## src/hdl/att_pkg.sv

```systemverilog
// Shared types and constants for the allocation tracking table.
// Holds the word layouts, the status and action codes and the control structs.
// Depends on nothing; att_ctrl, att_datapath and the top level import it.
package att_pkg;

    localparam int RECORDS_DEFAULT = 64;

    localparam int CFG_DATA_W = 32;
    localparam int CFG_INDEX_W = 2;

    localparam logic [CFG_INDEX_W-1:0] CFG_FILTER_MODE = 2'd0;
    localparam logic [CFG_INDEX_W-1:0] CFG_FILTER_THREAD = 2'd1;
    localparam logic [CFG_INDEX_W-1:0] CFG_FILTER_CPU = 2'd2;

    localparam logic [1:0] FM_ALL = 2'd0;
    localparam logic [1:0] FM_THREAD = 2'd1;
    localparam logic [1:0] FM_CPU = 2'd2;

    localparam logic [1:0] ACT_ALLOC = 2'd0;
    localparam logic [1:0] ACT_FREE = 2'd1;
    localparam logic [1:0] ACT_READ = 2'd2;
    localparam logic [1:0] ACT_CLEAR = 2'd3;

    localparam logic [2:0] ST_NEW = 3'd0;
    localparam logic [2:0] ST_DUP = 3'd1;
    localparam logic [2:0] ST_FULL = 3'd2;
    localparam logic [2:0] ST_FILT = 3'd3;
    localparam logic [2:0] ST_FREED = 3'd4;
    localparam logic [2:0] ST_UNKNOWN = 3'd5;
    localparam logic [2:0] ST_IGNORED = 3'd6;
    localparam logic [2:0] ST_DONE = 3'd7;

    typedef struct packed {
        logic [1:0]  action;
        logic [31:0] address;
        logic [31:0] block_size;
        logic [31:0] heap_id;
        logic [31:0] thread_id;
        logic [3:0]  cpu;
        logic [31:0] time_ms;
        logic [5:0]  slot_index;
    } att_req_t;

    typedef struct packed {
        logic [2:0]  status;
        logic [5:0]  slot;
        logic [6:0]  live_blocks;
        logic [37:0] live_bytes;
        logic        rec_valid;
        logic [31:0] rec_address;
        logic [31:0] rec_size;
        logic [31:0] rec_heap;
        logic [31:0] rec_thread;
        logic [31:0] rec_time;
        logic [3:0]  rec_cpu;
    } att_rsp_t;

    typedef struct packed {
        logic        valid;
        logic [31:0] address;
        logic [31:0] block_size;
        logic [31:0] heap_id;
        logic [31:0] thread_id;
        logic [31:0] time_ms;
        logic [3:0]  cpu;
    } att_rec_t;

    typedef struct packed {
        logic take;
        logic cnt_clear;
        logic scan_issue;
        logic read_issue;
        logic wipe_write;
        logic finish;
    } att_cmd_t;

    typedef struct packed {
        logic need_scan;
        logic is_clear;
        logic cnt_last;
    } att_sts_t;

endpackage

```

## src/hdl/att_ctrl.sv

```systemverilog
// Sequencing controller for the allocation tracking table.
// Depends on att_pkg for the command and status structs.
module att_ctrl import att_pkg::*; (
    input  logic     clk,
    input  logic     rst_n,
    input  logic     req_valid,
    output logic     req_ready,
    output logic     rsp_valid,
    input  logic     rsp_ready,
    input  att_sts_t sts,
    output att_cmd_t cmd
);

    localparam logic [2:0] S_WIPE = 3'd0;
    localparam logic [2:0] S_IDLE = 3'd1;
    localparam logic [2:0] S_DISPATCH = 3'd2;
    localparam logic [2:0] S_SCAN = 3'd3;
    localparam logic [2:0] S_DRAIN = 3'd4;
    localparam logic [2:0] S_FINISH = 3'd5;

    logic [2:0] state_reg, state_next;
    logic       wipe_item_reg, wipe_item_next;
    logic       rsp_valid_reg, rsp_valid_next;
    logic       out_free;

    assign out_free = !rsp_valid_reg || rsp_ready;

    always_comb
    begin
        state_next = state_reg;
        wipe_item_next = wipe_item_reg;
        cmd = '0;
        case (state_reg)
            S_WIPE:
            begin
                cmd.wipe_write = 1'b1;
                if (sts.cnt_last)
                begin
                    state_next = wipe_item_reg ? S_FINISH : S_IDLE;
                    wipe_item_next = 1'b0;
                end
            end
            S_IDLE:
            begin
                if (req_valid)
                begin
                    cmd.take = 1'b1;
                    state_next = S_DISPATCH;
                end
            end
            S_DISPATCH:
            begin
                cmd.cnt_clear = 1'b1;
                if (sts.need_scan)
                begin
                    state_next = S_SCAN;
                end
                else if (sts.is_clear)
                begin
                    wipe_item_next = 1'b1;
                    state_next = S_WIPE;
                end
                else
                begin
                    cmd.read_issue = 1'b1;
                    state_next = S_FINISH;
                end
            end
            S_SCAN:
            begin
                cmd.scan_issue = 1'b1;
                if (sts.cnt_last)
                begin
                    state_next = S_DRAIN;
                end
            end
            S_DRAIN:
            begin
                state_next = S_FINISH;
            end
            S_FINISH:
            begin
                if (out_free)
                begin
                    cmd.finish = 1'b1;
                    state_next = S_IDLE;
                end
            end
            default:
            begin
                state_next = S_IDLE;
            end
        endcase
    end

    always_comb
    begin
        if (cmd.finish)
        begin
            rsp_valid_next = 1'b1;
        end
        else if (rsp_ready)
        begin
            rsp_valid_next = 1'b0;
        end
        else
        begin
            rsp_valid_next = rsp_valid_reg;
        end
    end

    always_ff @(posedge clk or negedge rst_n)
    begin
        if (!rst_n)
        begin
            state_reg <= S_WIPE;
            wipe_item_reg <= 1'b0;
            rsp_valid_reg <= 1'b0;
        end
        else
        begin
            state_reg <= state_next;
            wipe_item_reg <= wipe_item_next;
            rsp_valid_reg <= rsp_valid_next;
        end
    end

    assign req_ready = (state_reg == S_IDLE);
    assign rsp_valid = rsp_valid_reg;

endmodule

```

## config.mk

```make
export PLATFORM = sky130hd
export DESIGN_NAME = att_ctrl
export DESIGN_NICKNAME = d
export VERILOG_FILES = /design/src/hdl/att_pkg.sv /design/src/hdl/att_ctrl.sv
export SDC_FILE = /design/constraint.sdc
export NUM_CORES = 1
export LEC_CHECK = 0
export ABC_AREA = 1
export BUFFER_PORTS_ARGS = -buffer_cell sky130_fd_sc_hd__buf_2
export CORE_AREA = 2 2 39 41
export CTS_CLUSTER_SIZE = 12
export DETAILED_ROUTE_END_ITERATION = 6
export DIE_AREA = 0 0 41 43
export GPL_TIMING_DRIVEN = 1
export SYNTH_ARGS = -nofsm -noshare
export SYNTH_HDL_FRONTEND = slang
export SYNTH_SLANG_ARGS = --single-unit
```

## constraint.sdc

```tcl
create_clock -name clk -period 1 [get_ports clk]
set_input_delay 0.2 -clock clk [delete_from_list [all_inputs] [get_ports clk]]
set_output_delay 0.2 -clock clk [all_outputs]
set_load 0.02 [all_outputs]
```

==> results by group <==
Power and ir drop
  • Pwr Total: 2.44 mW
  • Clock power share: around 10%
  • Sw Ratio: 46.0%
  • Psw: 1.12 mW
  • Peak VDD IR: about 0.0015 V
  • Leak: 0.425 nW
  • Int Pwr: between 1 and 1.5 mW
  • Seq pwr share: between 10% and 20%
  • Logic pwr share: 71.9%
  • PwrDens: roughly 3000 nW/um2

Clock network
  • Number of buffers created by CTS: 3
  • # clock sinks: 5
  • CTS root buffer: clkbuf_4
  • Clock transition at path regs: ~0.060 ns
  • CTS max path bufs: 2
  • H-tree levels: 1
  • CTS tree: done
  • Clock Latency Late Sink: 0.25 ns

Critical path
  • Critical path required time: 0.80 ns
  • Reg2Reg Depth: 8
  • CP endpoint kind: output port
  • Setup Crit Path Kind: flop to output port
  • CP Max Fanout: 4
  • WP data arrival: about 1.2 ns
  • Startpoint types: flop

Drt
  • Number of DRC markers in iteration 0: 2
  • DRC viols: 0
  • Via count: between 500 and 600
  • Final antenna-violating net count: 0
  • Routed length per instance: roughly 12 um
  • Post-Route WL: around 1300 um
  • DR vias/cell: ~4.5
  • 1st-pass router iterations: 4

Synth
  • Top_reg_cell synth: dfrtp_1
  • Post-Synth XOR/XNOR Area: 0%
  • EDFF count, synth: 0
  • Synth top area share: a little under a third
  • Syn avg cell area: approximately 6.5 um2
  • Syn Std Cell Area: a little over 400 um2
  • Synth area leaders: dfrtp_1, nand2_1, inv_1, nand3_1, nor2_4
  • Complex-gate fraction of the synthesized area: under 10%
  • Synth Register Bits: 5
  • Post-Synth Simple-Gate Area: between 40% and 50%
  • Multiplexer share of the synthesized area: 0%
  • Cell type with the largest total area after synthesis: dfrtp_1
  • Synth cell types: 13
  • Largest family of logic cells by synthesized area: simple AND/OR/NAND/NOR gates
  • Async SR Flop Fraction: 100%
  • Commonest cells post-synth: nand2_1, inv_1, nand3_1
  • Synth warn: 0
  • Top-count cell post-synth: nand2_1
  • Sequential element share of the synthesized area: a little under a third
  • Synthesized instance count: between 60 and 70
  • Post-Synth Adder-Cell Area: 0%
  • Mapped Nets: 70

Die
  • Site Rows: 14
  • Initial Utilization: 29.7%
  • DIE AREA: between 1500 and 2000 um2
  • Die width: 41 um
  • Die height: 43 um
  • Core box area: around 1400 um2
  • Io pins: 15

Timing
  • Final Max Tran Viols: 0
  • Least-Margin Pin Slew: ~0.19 ns
  • Final Setup Violations: 13
  • Endpoints failing hold: 0
  • Worst slew margin: a little under 90%
  • Period Utilization, post-route: 143%
  • Fin crit period: ~1.4 ns
  • RSZ-0062 raised after global routing: true
  • Clock skew: between 0.009 and 0.01 ns
  • Slack of the critical path: -0.428 ns
  • Fmax: 0.700 GHz

Flow run
  • Max-Cap Viols: 0

Finish
  • Total Nets Final: 104
  • Register area: 129 um2
  • Fillcell total: 118
  • Syn-to-layout area delta: 98.2%
  • Max FFs per register: 3
  • Area occupied by multi-input gates: between 300 and 400 um2
  • Antenna cells: 0
  • Finished Layout Cells: ~110
  • Layout cell share with drive strength beyond 1: 66.7%
  • Final core utilization: about three fifths

Global route
  • First-pass GRT wire length: roughly 1800 um
  • Pin count of the biggest net entering global routing: 6
  • Grt total ovfl: 0
  • GRT Util Overall: between 10% and 20%
  • Vias in the first global route: 455
  • Antenna violations before repair: 0

Run status
  • Outcome: complete, but fails checks
  • Failing checks: setup timing

Placement
  • Port bufs: 14
  • DP HPWL: about 730 um
  • Routability cong.: between 0.6 and 0.7
  • Placed cell count: 96
  • Pre-CTS setup slack: -0.148 ns

Hold path
  • HP Class: primary input to asynchronous set/reset pin
## worst max-delay path, stage by stage (launching register included)
cell	delay, ns
dfrtp_1	0.43
inv_2	0.15
nand3_4	0.11
a21oi_4	0.15
buf_6	0.14
## per-layer routing
metal / vias up / track usage [%] / wire (um)
li1: 257 / - / -
met1: 235 / 18.2 / 508
met2: 8 / 26.9 / 781
met3: 2 / 1.57 / 31
met4: 0 / 8.00 / 16
met5: - / 0 / 0
## cell families (layout without fill, tap and decap cells)
group | after synthesis | in the layout
flops | 5 | 5
simple gates | 38 | 38
buf+inv | 16 | 49
compound gates | 4 | 4
## power groups by stage
| stage | clock [mW] | sequential, mW | combinational, mW |
|---|---|---|---|
| floorplan | 0 | 0.408 | 0.766 |
| global placement | 0 | 0.394 | 1.07 |
| detailed placement | 0 | 0.397 | 1.07 |
| CTS | 0.253 | 0.408 | 1.60 |
| global route | 0.273 | 0.445 | 1.88 |
| finish | 0.252 | 0.435 | 1.75 |
## area by class of cell
type                    count  share of cell area [%]
multi-input cells          42                    38.5
inverters                  14                    6.75
clock buffers               4                    3.22
flip-flops and latches      5                    15.8
repair buffers             31                    33.3
well taps                  16                    2.45
## cell usage in the layout (no fill, tap or decap), drive strengths merged
| cell | synthesis | routed |
|---|---|---|
| nor2 | 10 | 10 |
| a21oi | 2 | 2 |
| o21ai | 2 | 2 |
| dfrtp | 5 | 5 |
| nand2 | 17 | 17 |
| nand3b | 1 | 1 |
| nand3 | 10 | 10 |
| buf | 2 | 30 |
| clkbuf | 0 | 4 |
| dlygate4sd3 | 0 | 1 |
| inv | 14 | 14 |
## per-stage QoR
stage	hold slack [ns]	TNS (ns)	instance area (um2)
finish	0.309	-3.90	816
global route	0.322	-4.65	816
CTS	0.292	-3.19	762
detailed placement	0.0249	-1.08	552
global placement	0.0235	-1.00	552
floorplan	-0.0956	-0.346	443
## worst paths after layout
check                                               start                   endpoint  slack [ns]
worst min-delay path                                rst_n   state_reg[1]$_DFFE_PN0P_        0.31
worst max register to register   state_reg[1]$_DFFE_PN0P_   state_reg[0]$_DFFE_PN0P_       -0.37
worst max-delay path             state_reg[1]$_DFFE_PN0P_                     cmd[0]       -0.43
max in group asynchronous                           rst_n   state_reg[0]$_DFFE_PN0P_        0.53
worst min register to register  wipe_item_reg$_DFFE_PN0P_  wipe_item_reg$_DFFE_PN0P_        0.50
min in group clk                                   sts[0]   state_reg[1]$_DFFE_PN0P_        0.32
## what timing repair did
item | 4_1_cts | 5_1_grt
endpoints found under the hold margin | 5 | 0
setup buffers | 9 | 3
resized for setup | 25 | 10
hold buffers | 1 | 0
cloned | 0 | 0
endpoints found under the setup margin | 11 | 13
pin swaps | 2 | 5
(Power assumes the default switching activity.)
